--- src/hdl/pbs_pkg.sv ---
// pbs_pkg: shared types and constants for periodic_block_statistics.
// No dependencies.
package pbs_pkg;
	localparam int SampleBits = 16;
	localparam int FracBits = 8;
	localparam int MaxPeriod = 4096;
	localparam int LenBits = 13;
	localparam int SumBits = 28;
	// a full period of -32768 gives exactly 2^42
	localparam int SqBits = 43;
	localparam int OutBits = 24;
	localparam int MagBits = 28;
	localparam int ProdBits = 56;
	// Scaled variance needs diff/n^2 << 16, diff < 2^56.
	localparam int VarBits = 72;
	localparam int RootBits = 36;

	// Work carried from the front part to the back part on a period close.
	typedef struct packed {
		logic [LenBits-1:0] n;
		logic sum_neg;
		logic [MagBits-1:0] mag;
		logic [SqBits-1:0] sq;
		logic signed [SampleBits-1:0] min_v;
		logic signed [SampleBits-1:0] max_v;
	} close_t;

	typedef enum logic [2:0] {
		ST_IDLE, ST_MUL, ST_DIV_MEAN, ST_DIV_VAR, ST_SQRT
	} back_state_t;
endpackage

--- src/hdl/pbs_front.sv ---
// pbs_front: accumulates sum, sum of squares, min and max per period.
// Depends on pbs_pkg.
module pbs_front (
	input  logic clk,
	input  logic arst_n,
	input  logic [pbs_pkg::LenBits-1:0] len_cfg,
	input  logic take,
	input  logic signed [pbs_pkg::SampleBits-1:0] sample,
	output logic close_now,
	output pbs_pkg::close_t close_data
);
	logic [pbs_pkg::SumBits-1:0] sum_q;
	logic [pbs_pkg::SqBits-1:0] sq_q;
	logic [pbs_pkg::LenBits-1:0] seen_q;
	logic signed [pbs_pkg::SampleBits-1:0] min_q, max_q;
	logic [pbs_pkg::LenBits-1:0] len_eff, count;
	logic signed [pbs_pkg::SampleBits-1:0] min_n, max_n;
	logic [pbs_pkg::SumBits-1:0] sum_n;
	logic [pbs_pkg::SqBits-1:0] sq_n;
	logic signed [2*pbs_pkg::SampleBits-1:0] samp_w;
	logic [2*pbs_pkg::SampleBits-1:0] prod;

	// effective length and next accumulators
	always_comb begin
		len_eff = len_cfg;
		if (len_cfg == '0) len_eff = pbs_pkg::LenBits'(1);
		if (len_cfg > pbs_pkg::LenBits'(pbs_pkg::MaxPeriod))
			len_eff = pbs_pkg::LenBits'(pbs_pkg::MaxPeriod);
		count = seen_q + 1'b1;
		min_n = (seen_q == '0 || sample < min_q) ? sample : min_q;
		max_n = (seen_q == '0 || sample > max_q) ? sample : max_q;
		samp_w = (2*pbs_pkg::SampleBits)'(sample);
		prod = samp_w * samp_w;
		sum_n = sum_q + pbs_pkg::SumBits'(sample);
		sq_n = sq_q + pbs_pkg::SqBits'(prod);
		close_now = take && (count >= len_eff);
		close_data.n = count;
		close_data.sum_neg = sum_n[pbs_pkg::SumBits-1];
		close_data.mag = sum_n[pbs_pkg::SumBits-1] ? -sum_n : sum_n;
		close_data.sq = sq_n;
		close_data.min_v = min_n;
		close_data.max_v = max_n;
	end

	always_ff @(posedge clk or negedge arst_n) begin
		if (!arst_n) begin
			sum_q <= '0; sq_q <= '0; seen_q <= '0; min_q <= '0; max_q <= '0;
		end else if (take) begin
			min_q <= min_n;
			max_q <= max_n;
			if (close_now) begin
				sum_q <= '0; sq_q <= '0; seen_q <= '0;
			end else begin
				sum_q <= sum_n; sq_q <= sq_n; seen_q <= count;
			end
		end
	end

	a_seen_bound: assert property (@(posedge clk) disable iff (!arst_n)
		seen_q < pbs_pkg::LenBits'(pbs_pkg::MaxPeriod)) else $error("count overrun");
	a_clear: assert property (@(posedge clk) disable iff (!arst_n)
		close_now |=> seen_q == '0 && sum_q == '0) else $error("no clear");
	a_minmax: assert property (@(posedge clk) disable iff (!arst_n)
		seen_q != '0 |-> min_q <= max_q) else $error("min above max");
endmodule

--- config.mk ---
export PLATFORM = sky130hd
export DESIGN_NAME = pbs_front
export DESIGN_NICKNAME = d
export VERILOG_FILES = /design/src/hdl/pbs_pkg.sv /design/src/hdl/pbs_front.sv
export SDC_FILE = /design/constraint.sdc
export NUM_CORES = 1
export LEC_CHECK = 0
export BUFFER_PORTS_ARGS = -buffer_cell sky130_fd_sc_hd__buf_2
export CAP_MARGIN = 20
export CORE_UTILIZATION = 47
export CTS_BUF_LIST = sky130_fd_sc_hd__clkbuf_8
export DETAILED_ROUTE_END_ITERATION = 16
export PLACE_DENSITY = 0.67
export RECOVER_POWER = 100
export SLEW_MARGIN = 20
export SYNTH_ARGS = -nofsm -noshare
export SYNTH_HDL_FRONTEND = slang
export SYNTH_SLANG_ARGS = --single-unit
--- constraint.sdc ---
create_clock -name clk -period 9.1 [get_ports clk]
set_clock_uncertainty 0.2 [all_clocks]
set_input_delay 0.91 -clock clk [delete_from_list [all_inputs] [get_ports clk]]
set_output_delay 0.91 -clock clk [all_outputs]
set_load 0.03 [all_outputs]
After elaboration in Yosys (flattened, before gate mapping). Index checks and enable logic that the tools add are counted.

Bitwise operators: 0. $mul: 1. Shift operators: 0. Reduce and logical (&&, ||, !) cells: 5. Muxes and demuxes: 8. Equal/unequal tests: 0. Divide/modulo/power cells: 0. $add $sub $neg: 4. Order comparisons: 4.

Operator list (number): 2-to-1 mux 28 bit (2); adder 43 x 32 -> 43 bit (1); 2-to-1 mux 43 bit (1); 2-to-1 mux 13 bit (3); multiplier 16 x 16 -> 32 bit (1); 2-to-1 mux 16 bit (2); adder 28 bit (1); negation 28 bit (1); zero test 13 bit (2); greater-than comparator 16 bit (1); < comparator 16 bit (1); adder 13 x 1 -> 13 bit (second input constant) (1); >= comparator 13 bit (1); greater-than comparator 13 bit (second input constant) (1); logical OR 1 bit (2); logical AND 1 bit (1).

RAM bits: 0. Latch bits: 0. Flip-flop bits (word level): 116. ROM bits: 0. Output and inout port bits: 118. Memories: 0.

Depth between registers and ports, before layout.
Depth in word-level cells: 6. Gate-level depth with buffers: 35.

Worst setup path after synthesis. OpenSTA, ideal clock, no wires.

Path type: input to output. From: input port sample[15] (netlist bit). To: output port close_data[68] (netlist bit). Setup slack: -0.418 ns. Path buffers: 3. Cell stages on the path: 32. Arrival time: 8.408 ns. Data required time: 7.990 ns. Cell sequence: inv_1 > clkbuf_1 > nor2_1 > fa_1 > fa_1 > fa_1 > fa_1 > fa_1 > inv_1 > fa_1 > inv_1 > ha_1 > clkbuf_1 > a21o_1 > a21o_1 > a21oi_1 > nand2_1 > o221ai_1 > o21ai_0 > or2_2 > a21oi_1 > xnor2_1 > ha_1 > inv_1 > nor2_1 > nor2_1 > o2111ai_1 > a41o_1 > nand3_1 > buf_2 > nor2_1 > xnor2_1.

RTL lines: start: declaration (line pbs_front.sv:8) `input logic signed [pbs_pkg::SampleBits-1:0] sample,`; end: declaration (line pbs_front.sv:10) `output pbs_pkg::close_t close_data`.

==> results.yml <==
status:
  status: "finished, violations left"
  violations: "capacitance limit, slew limit, setup timing"
setup_path:
  r2r-end: "sq_q[27]"
  critPathLaunchType: "primary input"
  crit_path_max_fanout: 5
  critical-path-top-delay-family: "adder cells"
  cpPeakStageDelay_ps: 550
  required_ps: 7990
  end_kind: "primary output"
  r2r-start: "seen_q[0]"
  endpoint: "close_data[67]"
  rrSetupSlack_ps: 3120
  crit_start: "sample[9]"
  arrival_ps: 8160
  cp_common_cell: "fa_1"
  ff2ff_path_depth: 15
  worstSetupPathDepth: 32
  critPathBufInv: 8
  cp_slowest_cell: "fa_1"
  path_class: "primary input to primary output"
timing:
  worst_slack_ps: -171.3
  finalHoldViolCount: 0
  post-route-min-period_ps: 9271
  tightest_slew_ps: 4171
  setup_viol: 12
  tns_ps: -1325
  fmax_mhz: 107.9
  finalCritPeriodShare: 1.019
  rsz0062_at_grt: "yes"
  relSlewSlack: -1.780
  finalMaxSlewViolations: 226
synthesis:
  syn-cell-area_mm2: 0.01937
  ys_warn_count: 0
  synth_ff_type: "dfrtp_1"
  synth_edf_count: 0
  syn_inst: 2225
  yosys_register_bits: 116
  synth.avg_cell_area_um2: 8.705
  syn-num-nets: 2689
  ys_seq_area_frac: 0.1499
  yosysUniqueCellTypes: 85
  ys_async_sr_fraction: 1.000
clock_network:
  insertion_delay_ps: 510
  cts.sinks: 116
  clockBufferDepth: 2
  cts_made_buffers: 17
  cts_root_buf: "clkbuf_8"
  cts_tree: "yes"
  clk_pin_slew_worst_paths_ps: 90
  h-tree-depth: 4
routing:
  drc: 0
  wirelength_mm: 57.67
  route.vias.total: 17340
  drt_iter0_markers: 1051
  wl_per_cell_um: 18.18
  drt_first_pass_iters: 5
  drt-vias-per-instance: 5.466
  postRouteAntennaNets: 0
global_routing:
  track_usage: 0.2839
  antenna_found_initial: 5
  grt_pass1_vias: 17860
  grt_start_max_net_pins: 71
  grt_overflow_total: 0
  grt_pass1_wl_mm: 92.89
floorplan:
  rows: 74
  ios: 150
  die_area_mm2: 0.04203
  initial_core_util: 0.4754
  coreArea_mm2: 0.04074
  die_w_um: 205
  die_y_um: 205
cells_and_area:
  syn_to_final_growth_pct: 26.33
  drive_above_1_share: 0.2397
  final_nets: 3088
  fill_cells: 3513
placement:
  place.gp.congestion: 0.8789
  hpwl_mm: 45.13
  io_buffer_count: 149
job:
  cap_viol_max_count: 5
hold_path:
  hp-class: "flop to flop"
==> tightest hold or removal path, delay by kind of cell, from the launching register on <==
kind            cells  cell delay, ps
flops               1             360
simple gates        1              60
compound gates      1              60
==> worst min path at each step <==
stage / from / endpoint / slack (ps) / cells past startpoint
after floorplan: sq_q[15] / sq_q[15] / 250 / 2
after detailed placement: sq_q[5] / sq_q[5] / 280 / 1
after global placement: sum_q[18] / sum_q[18] / 270 / 1
after CTS: arst_n / sq_q[36] / 260 / 1
after global routing: sum_q[21] / sum_q[21] / 310 / 1
final: sum_q[14] / sum_q[14] / 300 / 2
==> registers in the layout, indices dropped and copies added (netlist names) <==
register	cells
max_q	16
min_q	16
seen_q	13
sq_q	43
sum_q	28
==> timing repair <==
item	CTS	global route
hold buffers	0	0
setup endpoints to repair	21	23
pin swaps	119	91
endpoints found under the hold margin	0	0
setup buffers	24	28
gates resized for setup	187	134
==> cells by family after synthesis <==
group / Yosys count / synth area share
AND/OR/NAND/NOR: 562 / 0.1406
buffers and inverters: 497 / 0.09742
AO/OA/AOI/OAI: 449 / 0.1603
adder cells (fa/ha/maj): 432 / 0.3717
XOR/XNOR: 133 / 0.06014
flip-flops: 116 / 0.1499
multiplexers: 36 / 0.01996
==> layout make-up <==
type,count,area (um^2),area share
flip-flops and latches,116,2903,0.1186
clock buffers,17,234.0,0.009562
clock inverters,15,182.7,0.007466
multi-input cells,1612,15570,0.6362
well taps,532,665.6,0.02720
diodes,3,7.507,0.0003068
inverters,417,1574,0.06433
repair buffers,460,3336,0.1363
==> cell usage after synthesis (all sizes together), types with 26 or more instances <==
cell type / n / area, um^2
and2: 41 / 259.0
nand2: 215 / 807.0
ha: 193 / 2415
clkbuf: 70 / 262.8
xnor2: 91 / 797.0
and3: 26 / 162.7
a21oi: 93 / 473.0
o2bb2ai: 31 / 271.5
xor2: 42 / 367.9
nor2: 105 / 396.6
o21ai: 99 / 499.2
fa: 239 / 4785
inv: 413 / 1550
dfrtp: 116 / 2903
nand3: 57 / 285.3
a21o: 48 / 361.6
==> layer usage <==
metal	GRT usage	wire length (um)	vias up
met5	0	20	-
met4	0.1037	1804	4
met3	0.06061	3700	108
met2	0.4681	27620	497
met1	0.3653	24520	8583
li1	-	-	8145
==> cell usage in the layout (no fill, tap or decap), types with 14 or more instances in the layout <==
master / Yosys / routed
nand2_1: 215 / 192
nor3_1: 21 / 20
and3_1: 26 / 22
ha_4: 0 / 14
dfrtp_1: 116 / 116
nor2_1: 104 / 88
o21ai_0: 97 / 89
buf_2: 2 / 36
xnor2_1: 91 / 76
xnor2_2: 0 / 14
clkbuf_1: 70 / 93
o21bai_1: 15 / 15
buf_4: 1 / 268
xor2_1: 42 / 39
mux2_2: 18 / 15
fa_1: 239 / 227
mux2i_1: 15 / 15
a21oi_2: 2 / 14
a21oi_1: 91 / 73
inv_1: 413 / 390
inv_2: 0 / 23
a21o_1: 47 / 47
clkbuf_8: 0 / 17
o2bb2ai_1: 31 / 31
and2_1: 40 / 29
o21a_1: 17 / 17
a22o_1: 23 / 23
nand2_2: 0 / 14
buf_6: 2 / 45
nand3_1: 57 / 55
ha_1: 193 / 178
nand4_1: 14 / 14
==> stage by stage <==
step,hold WS [ps],util,setup slack [ps],std cells,area [um^2]
after floorplan,248.3,-,-12.70,2225,19510
after global placement,273.1,0.5550,-532.4,3088,22610
after global routing,311.0,0.6006,-458.1,3171,24470
after CTS,262.6,0.5883,-136.2,3144,23970
final,301.4,0.6006,-171.3,3172,24470
after detailed placement,280.1,0.5550,-577.4,3088,22610
Power is not shown: default switching activity piles up to over one toggle a cycle in this logic, so the estimate is an artifact.
