### src/hdl/pbs_pkg.sv
// pbs_pkg: shared types and constants for periodic_block_statistics.
// No dependencies.
package pbs_pkg;
	localparam int SampleBits = 16;
	localparam int FracBits = 8;
	localparam int MaxPeriod = 4096;
	localparam int LenBits = 13;
	localparam int SumBits = 28;
	// a full period of -32768 gives exactly 2^42
	localparam int SqBits = 43;
	localparam int OutBits = 24;
	localparam int MagBits = 28;
	localparam int ProdBits = 56;
	// Scaled variance needs diff/n^2 << 16, diff < 2^56.
	localparam int VarBits = 72;
	localparam int RootBits = 36;

	// Work carried from the front part to the back part on a period close.
	typedef struct packed {
		logic [LenBits-1:0] n;
		logic sum_neg;
		logic [MagBits-1:0] mag;
		logic [SqBits-1:0] sq;
		logic signed [SampleBits-1:0] min_v;
		logic signed [SampleBits-1:0] max_v;
	} close_t;

	typedef enum logic [2:0] {
		ST_IDLE, ST_MUL, ST_DIV_MEAN, ST_DIV_VAR, ST_SQRT
	} back_state_t;
endpackage

### src/hdl/pbs_back.sv
// pbs_back: mean, variance division and square root over many cycles.
// Depends on pbs_pkg.
module pbs_back (
	input  logic clk,
	input  logic arst_n,
	input  logic start,
	input  pbs_pkg::close_t job,
	output logic busy,
	output logic signed [pbs_pkg::OutBits-1:0] mean_value,
	output logic [pbs_pkg::OutBits-1:0] std_deviation,
	output logic signed [pbs_pkg::SampleBits-1:0] minimum_value,
	output logic signed [pbs_pkg::SampleBits-1:0] maximum_value
);
	localparam int NumB = 2*pbs_pkg::LenBits;
	pbs_pkg::back_state_t st_q, st_n;
	pbs_pkg::close_t job_q;
	logic [pbs_pkg::ProdBits-1:0] lhs_q, rhs_q;
	logic [NumB-1:0] nsq_q;
	logic [pbs_pkg::VarBits-1:0] num_q, quo_q;
	logic [NumB:0] rem_q;
	logic [6:0] cnt_q;
	logic [pbs_pkg::VarBits-1:0] x_q;
	logic [pbs_pkg::RootBits-1:0] root_q;
	logic [pbs_pkg::RootBits+1:0] srem_q;
	logic [NumB:0] rem_sh, rem_sub;
	logic [NumB:0] div_d;
	logic [pbs_pkg::RootBits+1:0] s_sh, s_try;

	// restoring division and bit-pair square root, one bit a cycle
	always_comb begin
		div_d = (st_q == pbs_pkg::ST_DIV_MEAN) ? (NumB+1)'(job_q.n) : {1'b0, nsq_q};
		rem_sh = {rem_q[NumB-1:0], num_q[pbs_pkg::VarBits-1]};
		rem_sub = rem_sh - div_d;
		s_sh = {srem_q[pbs_pkg::RootBits-1:0], x_q[pbs_pkg::VarBits-1 -: 2]};
		s_try = s_sh - {root_q, 2'b01};
	end

	always_comb begin
		st_n = st_q;
		case (st_q)
			pbs_pkg::ST_IDLE: if (start) st_n = pbs_pkg::ST_MUL;
			pbs_pkg::ST_MUL: st_n = pbs_pkg::ST_DIV_MEAN;
			pbs_pkg::ST_DIV_MEAN: if (cnt_q == '0) st_n = pbs_pkg::ST_DIV_VAR;
			pbs_pkg::ST_DIV_VAR: if (cnt_q == '0) st_n = pbs_pkg::ST_SQRT;
			pbs_pkg::ST_SQRT: if (cnt_q == '0) st_n = pbs_pkg::ST_IDLE;
			default: st_n = pbs_pkg::ST_IDLE;
		endcase
	end
	assign busy = (st_q != pbs_pkg::ST_IDLE);

	always_ff @(posedge clk or negedge arst_n) begin
		if (!arst_n) st_q <= pbs_pkg::ST_IDLE;
		else st_q <= st_n;
	end

	always_ff @(posedge clk or negedge arst_n) begin
		if (!arst_n) begin
			mean_value <= '0; std_deviation <= '0;
			minimum_value <= '0; maximum_value <= '0; cnt_q <= '0;
		end else begin
			case (st_q)
				pbs_pkg::ST_IDLE: if (start) job_q <= job;
				pbs_pkg::ST_MUL: begin
					lhs_q <= pbs_pkg::ProdBits'(job_q.n) * pbs_pkg::ProdBits'(job_q.sq);
					rhs_q <= pbs_pkg::ProdBits'(job_q.mag) * pbs_pkg::ProdBits'(job_q.mag);
					nsq_q <= NumB'(job_q.n) * NumB'(job_q.n);
					// dividend {mag, 8 fraction zeros} sits in the top bits
					num_q <= pbs_pkg::VarBits'(job_q.mag) << (pbs_pkg::VarBits
						- pbs_pkg::MagBits);
					rem_q <= '0;
					cnt_q <= 7'(pbs_pkg::MagBits + pbs_pkg::FracBits - 1);
				end
				pbs_pkg::ST_DIV_MEAN, pbs_pkg::ST_DIV_VAR: begin
					if (cnt_q == '0) begin
						// last quotient bit taken straight from the subtract
						rem_q <= '0;
						if (st_q == pbs_pkg::ST_DIV_MEAN) begin
							mean_value <= job_q.sum_neg
								? -pbs_pkg::OutBits'({quo_q[pbs_pkg::VarBits-2:0], !rem_sub[NumB]})
								: pbs_pkg::OutBits'({quo_q[pbs_pkg::VarBits-2:0], !rem_sub[NumB]});
							num_q <= (lhs_q > rhs_q)
								? {lhs_q - rhs_q, {(2*pbs_pkg::FracBits){1'b0}}} : '0;
							cnt_q <= 7'(pbs_pkg::VarBits - 1);
						end else begin
							x_q <= {quo_q[pbs_pkg::VarBits-2:0], !rem_sub[NumB]};
							root_q <= '0; srem_q <= '0;
							cnt_q <= 7'(pbs_pkg::RootBits - 1);
						end
					end else begin
						if (!rem_sub[NumB]) begin
							rem_q <= rem_sub; quo_q <= {quo_q[pbs_pkg::VarBits-2:0], 1'b1};
						end else begin
							rem_q <= rem_sh; quo_q <= {quo_q[pbs_pkg::VarBits-2:0], 1'b0};
						end
						num_q <= num_q << 1;
						cnt_q <= cnt_q - 1'b1;
					end
				end
				pbs_pkg::ST_SQRT: begin
					if (!s_try[pbs_pkg::RootBits+1]) begin
						srem_q <= s_try; root_q <= {root_q[pbs_pkg::RootBits-2:0], 1'b1};
					end else begin
						srem_q <= s_sh; root_q <= {root_q[pbs_pkg::RootBits-2:0], 1'b0};
					end
					x_q <= x_q << 2;
					cnt_q <= cnt_q - 1'b1;
					if (cnt_q == '0) begin
						std_deviation <= pbs_pkg::OutBits'({root_q[pbs_pkg::RootBits-2:0],
							!s_try[pbs_pkg::RootBits+1]});
						minimum_value <= job_q.min_v;
						maximum_value <= job_q.max_v;
					end
				end
				default: ;
			endcase
		end
	end

	a_start_idle: assert property (@(posedge clk) disable iff (!arst_n)
		start |-> !busy) else $error("start while busy");
	a_mul_step: assert property (@(posedge clk) disable iff (!arst_n)
		st_q == pbs_pkg::ST_MUL |=> st_q == pbs_pkg::ST_DIV_MEAN) else $error("bad step");
	a_done: assert property (@(posedge clk) disable iff (!arst_n)
		st_q == pbs_pkg::ST_SQRT && cnt_q == '0 |=> !busy) else $error("no finish");
endmodule

### config.mk
export PLATFORM = sky130hd
export DESIGN_NAME = pbs_back
export DESIGN_NICKNAME = d
export VERILOG_FILES = /design/src/hdl/pbs_pkg.sv /design/src/hdl/pbs_back.sv
export SDC_FILE = /design/constraint.sdc
export NUM_CORES = 2
export LEC_CHECK = 0
export BUFFER_PORTS_ARGS = -buffer_cell sky130_fd_sc_hd__buf_4
export CORE_ASPECT_RATIO = 0.7
export CORE_MARGIN = 1
export CORE_UTILIZATION = 30
export CTS_BUF_LIST = sky130_fd_sc_hd__clkbuf_2 sky130_fd_sc_hd__clkbuf_4 sky130_fd_sc_hd__clkbuf_8
export DETAILED_ROUTE_END_ITERATION = 6
export PLACE_DENSITY_LB_ADDON = 0.12
export SETUP_SLACK_MARGIN = 0.5
export SLEW_MARGIN = 25
export SYNTH_ARGS = -nofsm -noshare
export SYNTH_HDL_FRONTEND = slang
export SYNTH_SLANG_ARGS = --single-unit
### constraint.sdc
create_clock -name clk -period 19.2 [get_ports clk]
set_input_delay 1.92 -clock clk [delete_from_list [all_inputs] [get_ports clk]]
set_output_delay 1.92 -clock clk [all_outputs]
set_load 0.005 [all_outputs]
Yosys cells after proc, flatten, opt, wreduce, memory -nomap -nowiden:

Index checks and enable logic that the tools add are counted.

* $add $sub $neg: 5
* $mul: 3
* $lt $le $gt $ge: 1
* equal/unequal tests: 11
* mux-type cells: 29
* bitwise operators: 1
* reduce and logical (&&, ||, !) cells: 18

Operator list (count)
* 72-bit 2-to-1 mux: 5
* 72-bit one-hot mux with 2 select lines: 2
* 36-bit 2-to-1 mux: 5
* 36-bit one-hot mux with 2 select lines: 2
* 26-bit 2-to-1 mux: 3
* 56-bit greater-than comparator: 1
* 13-bit by 43-bit multiplier with 56-bit output: 1
* 28-bit by 28-bit multiplier with 56-bit output: 1
* 56-bit subtractor: 1
* 26-bit one-hot mux with 2 select lines: 1
* 38-bit subtractor: 1
* 27-bit by 26-bit subtractor with 27-bit output: 1
* 13-bit by 13-bit multiplier with 26-bit output: 1
* 24-bit 2-to-1 mux: 1
* 24-bit negation: 1
* 7-bit one-hot mux with 3 select lines: 1
* 3-bit one-hot mux with 5 select lines: 1
* 7-bit 2-to-1 mux: 2
* 3-bit 2-to-1 mux: 4
* 3-bit AND reduction: 4
* 2-bit inequality test, second input constant: 5
* 4-bit AND reduction: 2
* 7-bit logical NOT: 1
* 7-bit by 1-bit subtractor with 7-bit output, second input constant: 1
* other kinds (13): 20

* register bits: 658
* input port bits: 120
* logic and storage cells: 89

Longest topological paths before layout:

* depth in word-level cells: 7
* depth in mapped cells: 29
* depth with buffers taken out: 27

Least setup slack after synthesis:

OpenSTA, ideal clock, no wires.

* path type: input to register
* start point: in arst_n
* end point: reg job_q[0] (netlist name) (enable)
* data arrival time: 13.972 ns
* required time: 18.279 ns
* path slack: 4.307 ns
* stages: 2
* path buffers: 0
* cell sequence: nand2b_1 nor4b_1

* word-level cells in the longest chain between the ends: 1

Ends and longest elaborated chain
* from (decl): RTL line pbs_back.sv:5 `input logic arst_n,`
* 3-bit AND reduction (no line)
* to (signal assigned): RTL line pbs_back.sv:62 `pbs_pkg::ST_IDLE: if (start) job_q <= job;`
* to (decl): RTL line pbs_back.sv:16 `pbs_pkg::close_t job_q;`

No other way between the ends.
A chain may end at the register's enable or synchronous reset.

Worst setup path in the final report:

* start point: reg job_q[81] (netlist name)
* end point: reg rhs_q[54] (netlist name) (data pin)

* word-level cells in the longest chain between the ends: 1

Ends and longest elaborated chain
* 28-bit by 28-bit multiplier with 56-bit output: RTL line pbs_back.sv:65 `rhs_q <= pbs_pkg::ProdBits'(job_q.mag) * pbs_pkg::ProdBits'(job_q.mag);`
* to (signal assigned): RTL line pbs_back.sv:65
* to (decl): RTL line pbs_back.sv:17 `logic [pbs_pkg::ProdBits-1:0] lhs_q, rhs_q;`

No other way between the ends.

==> impl_summary.md <==
Worst setup path
STA classifies the critical path startpoint as a flop. The maximum fanout encountered on the critical timing path is 22. The cell type of the slowest stage on the worst timing path is sky130_fd_sc_hd__a311oi_1. The peak per-stage delay on the critical path is 630 ps. Data on the critical path arrives at its endpoint at 9370 ps. The register-to-register setup slack is 10,430 ps. The buffer and inverter count on the worst path is 8.

The number of cells on the worst reg-to-reg path is 26. STA puts the critical path data required time at around 20,000 ps. The family with the most delay on the worst path is adder cells. The type of element capturing the critical path is a flop. The cell occurring most often along the worst timing path is sky130_fd_sc_hd__fa_1. The worst setup path is of the reg -> reg kind. In this run the critical register-to-register path is launched from job_q[81]$_DFFE_PP_.

The endpoint identified for the worst register-to-register timing path is rhs_q[54]$_DFFE_PP_.

Final layout
The sequential cells in the finished layout cover a total of 18,800 µm². The finished layout holds 10.8k standard cells, fillers aside. The area of combinational cells with multiple inputs is 48,000 µm². The post-route netlist has between 7 and 8% of its cells at a drive strength greater than 1. After the last flow step, the layout net total stands at between 9k and 10k. With fillers left out, the area of the finished cells amounts to 80,900 µm². The total of fill cells in the finished design is between 20k and 25k. The signed area change from the synthesized netlist to the final layout is 10.0%.

CTS
The number of clock buffers added by TritonCTS is 117. The clock sink total is 640. Once the clock tree was built, the setup fixing pass inserted 0 buffers. The insertion delay of the later-clocked pin in the worst-skew pair is 900 ps. Clock-pin slew was measured on the worst setup and hold paths at 60 ps.

The TritonCTS clock tree is done. The number of instances resized during post-cts repair is 0. Counting along the longest clock path gives a buffer depth of 3. The H-tree was split into 3 levels. The cell at the root of the clock tree is sky130_fd_sc_hd__clkbuf_8. In this run, post-CTS hold repair placed 0 buffers.

Global route
The pin count of the biggest net entering global routing is 145. The global-route congestion overflow total is 0. The global-route usage over all layers is 16.7%. The first global-routing pass estimated 321,000 µm of wire. The number of global-route vias before repair came to 54.1k. The number of antenna violations at the first check in global routing came to 10.

Timing
Hold is met by 440 ps. The post-route fraction of the period consumed by the critical path is 45.7%. Setup repair after global routing left no endpoint under its margin. The max-slew headroom at the worst pin is 32.5%.

The post-route setup TNS is 0 ps. Setup violations remaining at the end of the flow were counted as 0. For the finished layout, the period the worst path requires is 8770 ps. The pin slew with the least headroom to its limit is around 1000 ps. For this run, the top clock speed supported by timing is 0.114 GHz.

The clock arrives with 76.8 ps of skew. The hold violation total from the final report was 0. The count of final max-slew check failures is 0.

Synth
Averaged over all synthesized cells, the footprint is 9.96 µm². During synthesis, Yosys emitted a total of 0 warnings. The number of different library cells used by synthesis comes to 86.

The predominant post-synthesis flop cell is sky130_fd_sc_hd__edfxtp_1. The cell count after synthesis is about 7.4k. When the netlist entered floorplanning its net count stood at about 9.2k.

The number of flops mapped to enable cells by yosys is 550. After synthesis the netlist holds a flip-flop and latch count of 640. The proportion of synthesized flip-flops having asynchronous set or reset is about 14%. The sequential cell area fraction in the yosys report is 25.5%.

The area of the mapped netlist is 73,500 µm².

Die
Once the floorplan was initialized, standard cells occupied 30.3% of the core. The die area is around 250,000 µm². The die height is 416 µm. Row generation in the floorplan step produced 151 rows.

The core region is 243,000 µm². In this run the count of I/O pins placed on the die edge is 201. The width of the chip is roughly 590 µm.

Place
The placer's final routability congestion estimate is 0.842. The number of placed instances with taps included is between 10k and 15k. The half-perimeter wire length after placement is roughly 150,000 µm. The area after detailed placement is 78,500 µm². The count of input and output buffers is 200.

Detailed routing
The pre-antenna-repair detailed-routing pass consisted of 6 iterations. The via-per-instance ratio is 4.65. In the routed design, unresolved DRC markers number 0.

The detailed router placed about 50k vias in this run. Once detail routing completed, the nets flagged for antenna violations numbered 0. The overall routed net length is 202,000 µm. In the final routed layout, each cell accounts on average for 18.8 µm. In this run, the number of DRC markers left after iteration 0 of detailed routing was 3,193.

Outcome
The flow ran to the end, and the final reports show no timing, DRC or antenna violations.

Hold path
The endpoint with the worst hold slack is quo_q[64]$_DFFE_PP_. The beginning of the worst hold path is quo_q[63]$_DFFE_PP_. The worst hold path was traced through 0 stages. The worst hold path belongs to the class reg -> reg.

Flow run
Across the run, the number of max-cap violations was 0.

Pwr
The maximum vdd ir drop is 409 µV. Summed over all cells, the static leakage comes to roughly 38 nW. Power spread over the standard cell area amounts to about 190 nW/µm².
-- routing by layer --
layer	GRT usage [%]	vias to the layer above	wire length [µm]
met5	0	-	12
met3	2.41	191	9020
met4	3.43	2	3960
li1	-	23400	-
met1	25.0	25500	102000
met2	25.3	967	87600
-- cell type report --
cell class / count / area share [%]
Clock inverter: 45 / 0.461
Timing Repair Buffer: 280 / 2.65
Multi-Input combinational cell: 4933 / 59.4
Inverter: 1482 / 6.88
Tap cell: 3213 / 4.97
Clock buffer: 163 / 2.46
Sequential cell: 640 / 23.2
Antenna cell: 5 / 0.0155
-- worst max-delay path by stage --
stage / depth (start not counted) / slack [ps] / from / end
6_report: 26 / 10430 / job_q[81]$_DFFE_PP_ / rhs_q[54]$_DFFE_PP_
5_1_grt: 24 / 9940 / job_q[81]$_DFFE_PP_ / rhs_q[54]$_DFFE_PP_
4_1_cts: 26 / 10450 / job_q[81]$_DFFE_PP_ / rhs_q[54]$_DFFE_PP_
3_5_place_dp: 24 / 10470 / job_q[81]$_DFFE_PP_ / rhs_q[54]$_DFFE_PP_
3_3_place_gp: 26 / 10540 / job_q[81]$_DFFE_PP_ / rhs_q[54]$_DFFE_PP_
2_1_floorplan: 2 / 4310 / arst_n / job_q[0]$_DFFE_PP_
-- synthesized netlist by cell type (9+ instances only) --
master	count	area share [%]
sky130_fd_sc_hd__inv_1	1478	7.5
sky130_fd_sc_hd__fa_1	1150	31
sky130_fd_sc_hd__nand2_1	1043	5.3
sky130_fd_sc_hd__edfxtp_1	550	22
sky130_fd_sc_hd__ha_1	508	8.6
sky130_fd_sc_hd__and2_1	385	3.3
sky130_fd_sc_hd__clkbuf_1	307	1.6
sky130_fd_sc_hd__a21oi_1	257	1.7
sky130_fd_sc_hd__nor2_1	257	1.3
sky130_fd_sc_hd__o21ai_0	174	1.2
sky130_fd_sc_hd__xnor2_1	158	1.9
sky130_fd_sc_hd__a21o_1	126	1.3
sky130_fd_sc_hd__xor2_1	107	1.3
sky130_fd_sc_hd__dfrtp_1	90	3.1
sky130_fd_sc_hd__nand3_1	65	0.44
sky130_fd_sc_hd__mux2i_1	63	0.86
sky130_fd_sc_hd__mux2_2	58	0.89
sky130_fd_sc_hd__and3_1	46	0.39
sky130_fd_sc_hd__nand4_1	45	0.38
sky130_fd_sc_hd__nor2b_1	37	0.31
sky130_fd_sc_hd__a211oi_1	35	0.36
sky130_fd_sc_hd__o21a_1	33	0.34
sky130_fd_sc_hd__nor3_1	32	0.22
sky130_fd_sc_hd__o21bai_1	31	0.32
sky130_fd_sc_hd__a31oi_1	30	0.26
sky130_fd_sc_hd__o31ai_1	28	0.29
sky130_fd_sc_hd__nand2b_1	26	0.22
sky130_fd_sc_hd__o21ai_1	18	0.12
sky130_fd_sc_hd__o211ai_1	17	0.17
sky130_fd_sc_hd__or3_1	15	0.13
sky130_fd_sc_hd__or2_2	13	0.11
sky130_fd_sc_hd__o221ai_1	12	0.14
sky130_fd_sc_hd__o22ai_1	10	0.085
sky130_fd_sc_hd__a311oi_1	9	0.11
sky130_fd_sc_hd__and4_1	9	0.11
sky130_fd_sc_hd__nor4_1	9	0.077
-- layout by cell type, fill, tap and decap left out, types with 30 or more instances in the layout --
| cell type | n |
|---|---|
| sky130_fd_sc_hd__xnor2_1 | 157 |
| sky130_fd_sc_hd__nor2_1 | 254 |
| sky130_fd_sc_hd__mux2_2 | 58 |
| sky130_fd_sc_hd__mux2i_1 | 63 |
| sky130_fd_sc_hd__a21o_1 | 126 |
| sky130_fd_sc_hd__nand3_1 | 65 |
| sky130_fd_sc_hd__dfrtp_1 | 90 |
| sky130_fd_sc_hd__o21bai_1 | 31 |
| sky130_fd_sc_hd__nor2b_1 | 36 |
| sky130_fd_sc_hd__a31oi_1 | 30 |
| sky130_fd_sc_hd__xor2_1 | 107 |
| sky130_fd_sc_hd__ha_1 | 508 |
| sky130_fd_sc_hd__nor3_1 | 31 |
| sky130_fd_sc_hd__fa_1 | 1150 |
| sky130_fd_sc_hd__o21a_1 | 33 |
| sky130_fd_sc_hd__nand4_1 | 45 |
| sky130_fd_sc_hd__a21oi_1 | 256 |
| sky130_fd_sc_hd__clkbuf_4 | 40 |
| sky130_fd_sc_hd__a211oi_1 | 35 |
| sky130_fd_sc_hd__inv_1 | 1478 |
| sky130_fd_sc_hd__and2_1 | 383 |
| sky130_fd_sc_hd__o21ai_0 | 174 |
| sky130_fd_sc_hd__and3_1 | 46 |
| sky130_fd_sc_hd__clkbuf_8 | 123 |
| sky130_fd_sc_hd__nand2_1 | 1041 |
| sky130_fd_sc_hd__edfxtp_1 | 550 |
| sky130_fd_sc_hd__buf_4 | 277 |
-- sequential cells by signal, summed over array words and instances (netlist names), 36 cells and up --
| register | flops |
|---|---|
| job_q | 117 |
| num_q | 56 |
| quo_q | 71 |
| root_q | 36 |
| rhs_q | 55 |
| srem_q | 36 |
| x_q | 72 |
| lhs_q | 56 |
-- power by group --
part / internal, mW / total [mW] / switching [mW]
clock: 0.715 / 1.38 / 0.663
combinational: 4.53 / 11.4 / 6.87
sequential: 2.28 / 2.40 / 0.116
total: 7.53 / 15.2 / 7.65
-- through the flow --
step           setup slack (ps)  utilization (%)  power, mW
6_report                  10430             33.3       15.2
5_1_grt                    9940             33.3       16.9
4_1_cts                   10450             33.3       15.4
3_5_place_dp              10470             32.3       13.9
3_3_place_gp              10540             32.3       13.9
2_1_floorplan              4310                -       10.7
-- kinds of logic (layout without fill, tap and decap cells) --
group | count (synthesis) | count (layout) | synth area share [%]
other | 0 | 5 | 0
adder cells (fa/ha/maj) | 1658 | 1658 | 40.0
AO/OA/AOI/OAI | 890 | 890 | 7.83
multiplexers | 121 | 121 | 1.75
XOR/XNOR | 266 | 266 | 3.19
AND/OR/NAND/NOR | 1998 | 1998 | 12.5
flip-flops | 640 | 640 | 25.5
buffers and inverters | 1807 | 1970 | 9.26
(Power assumes the default switching activity.)
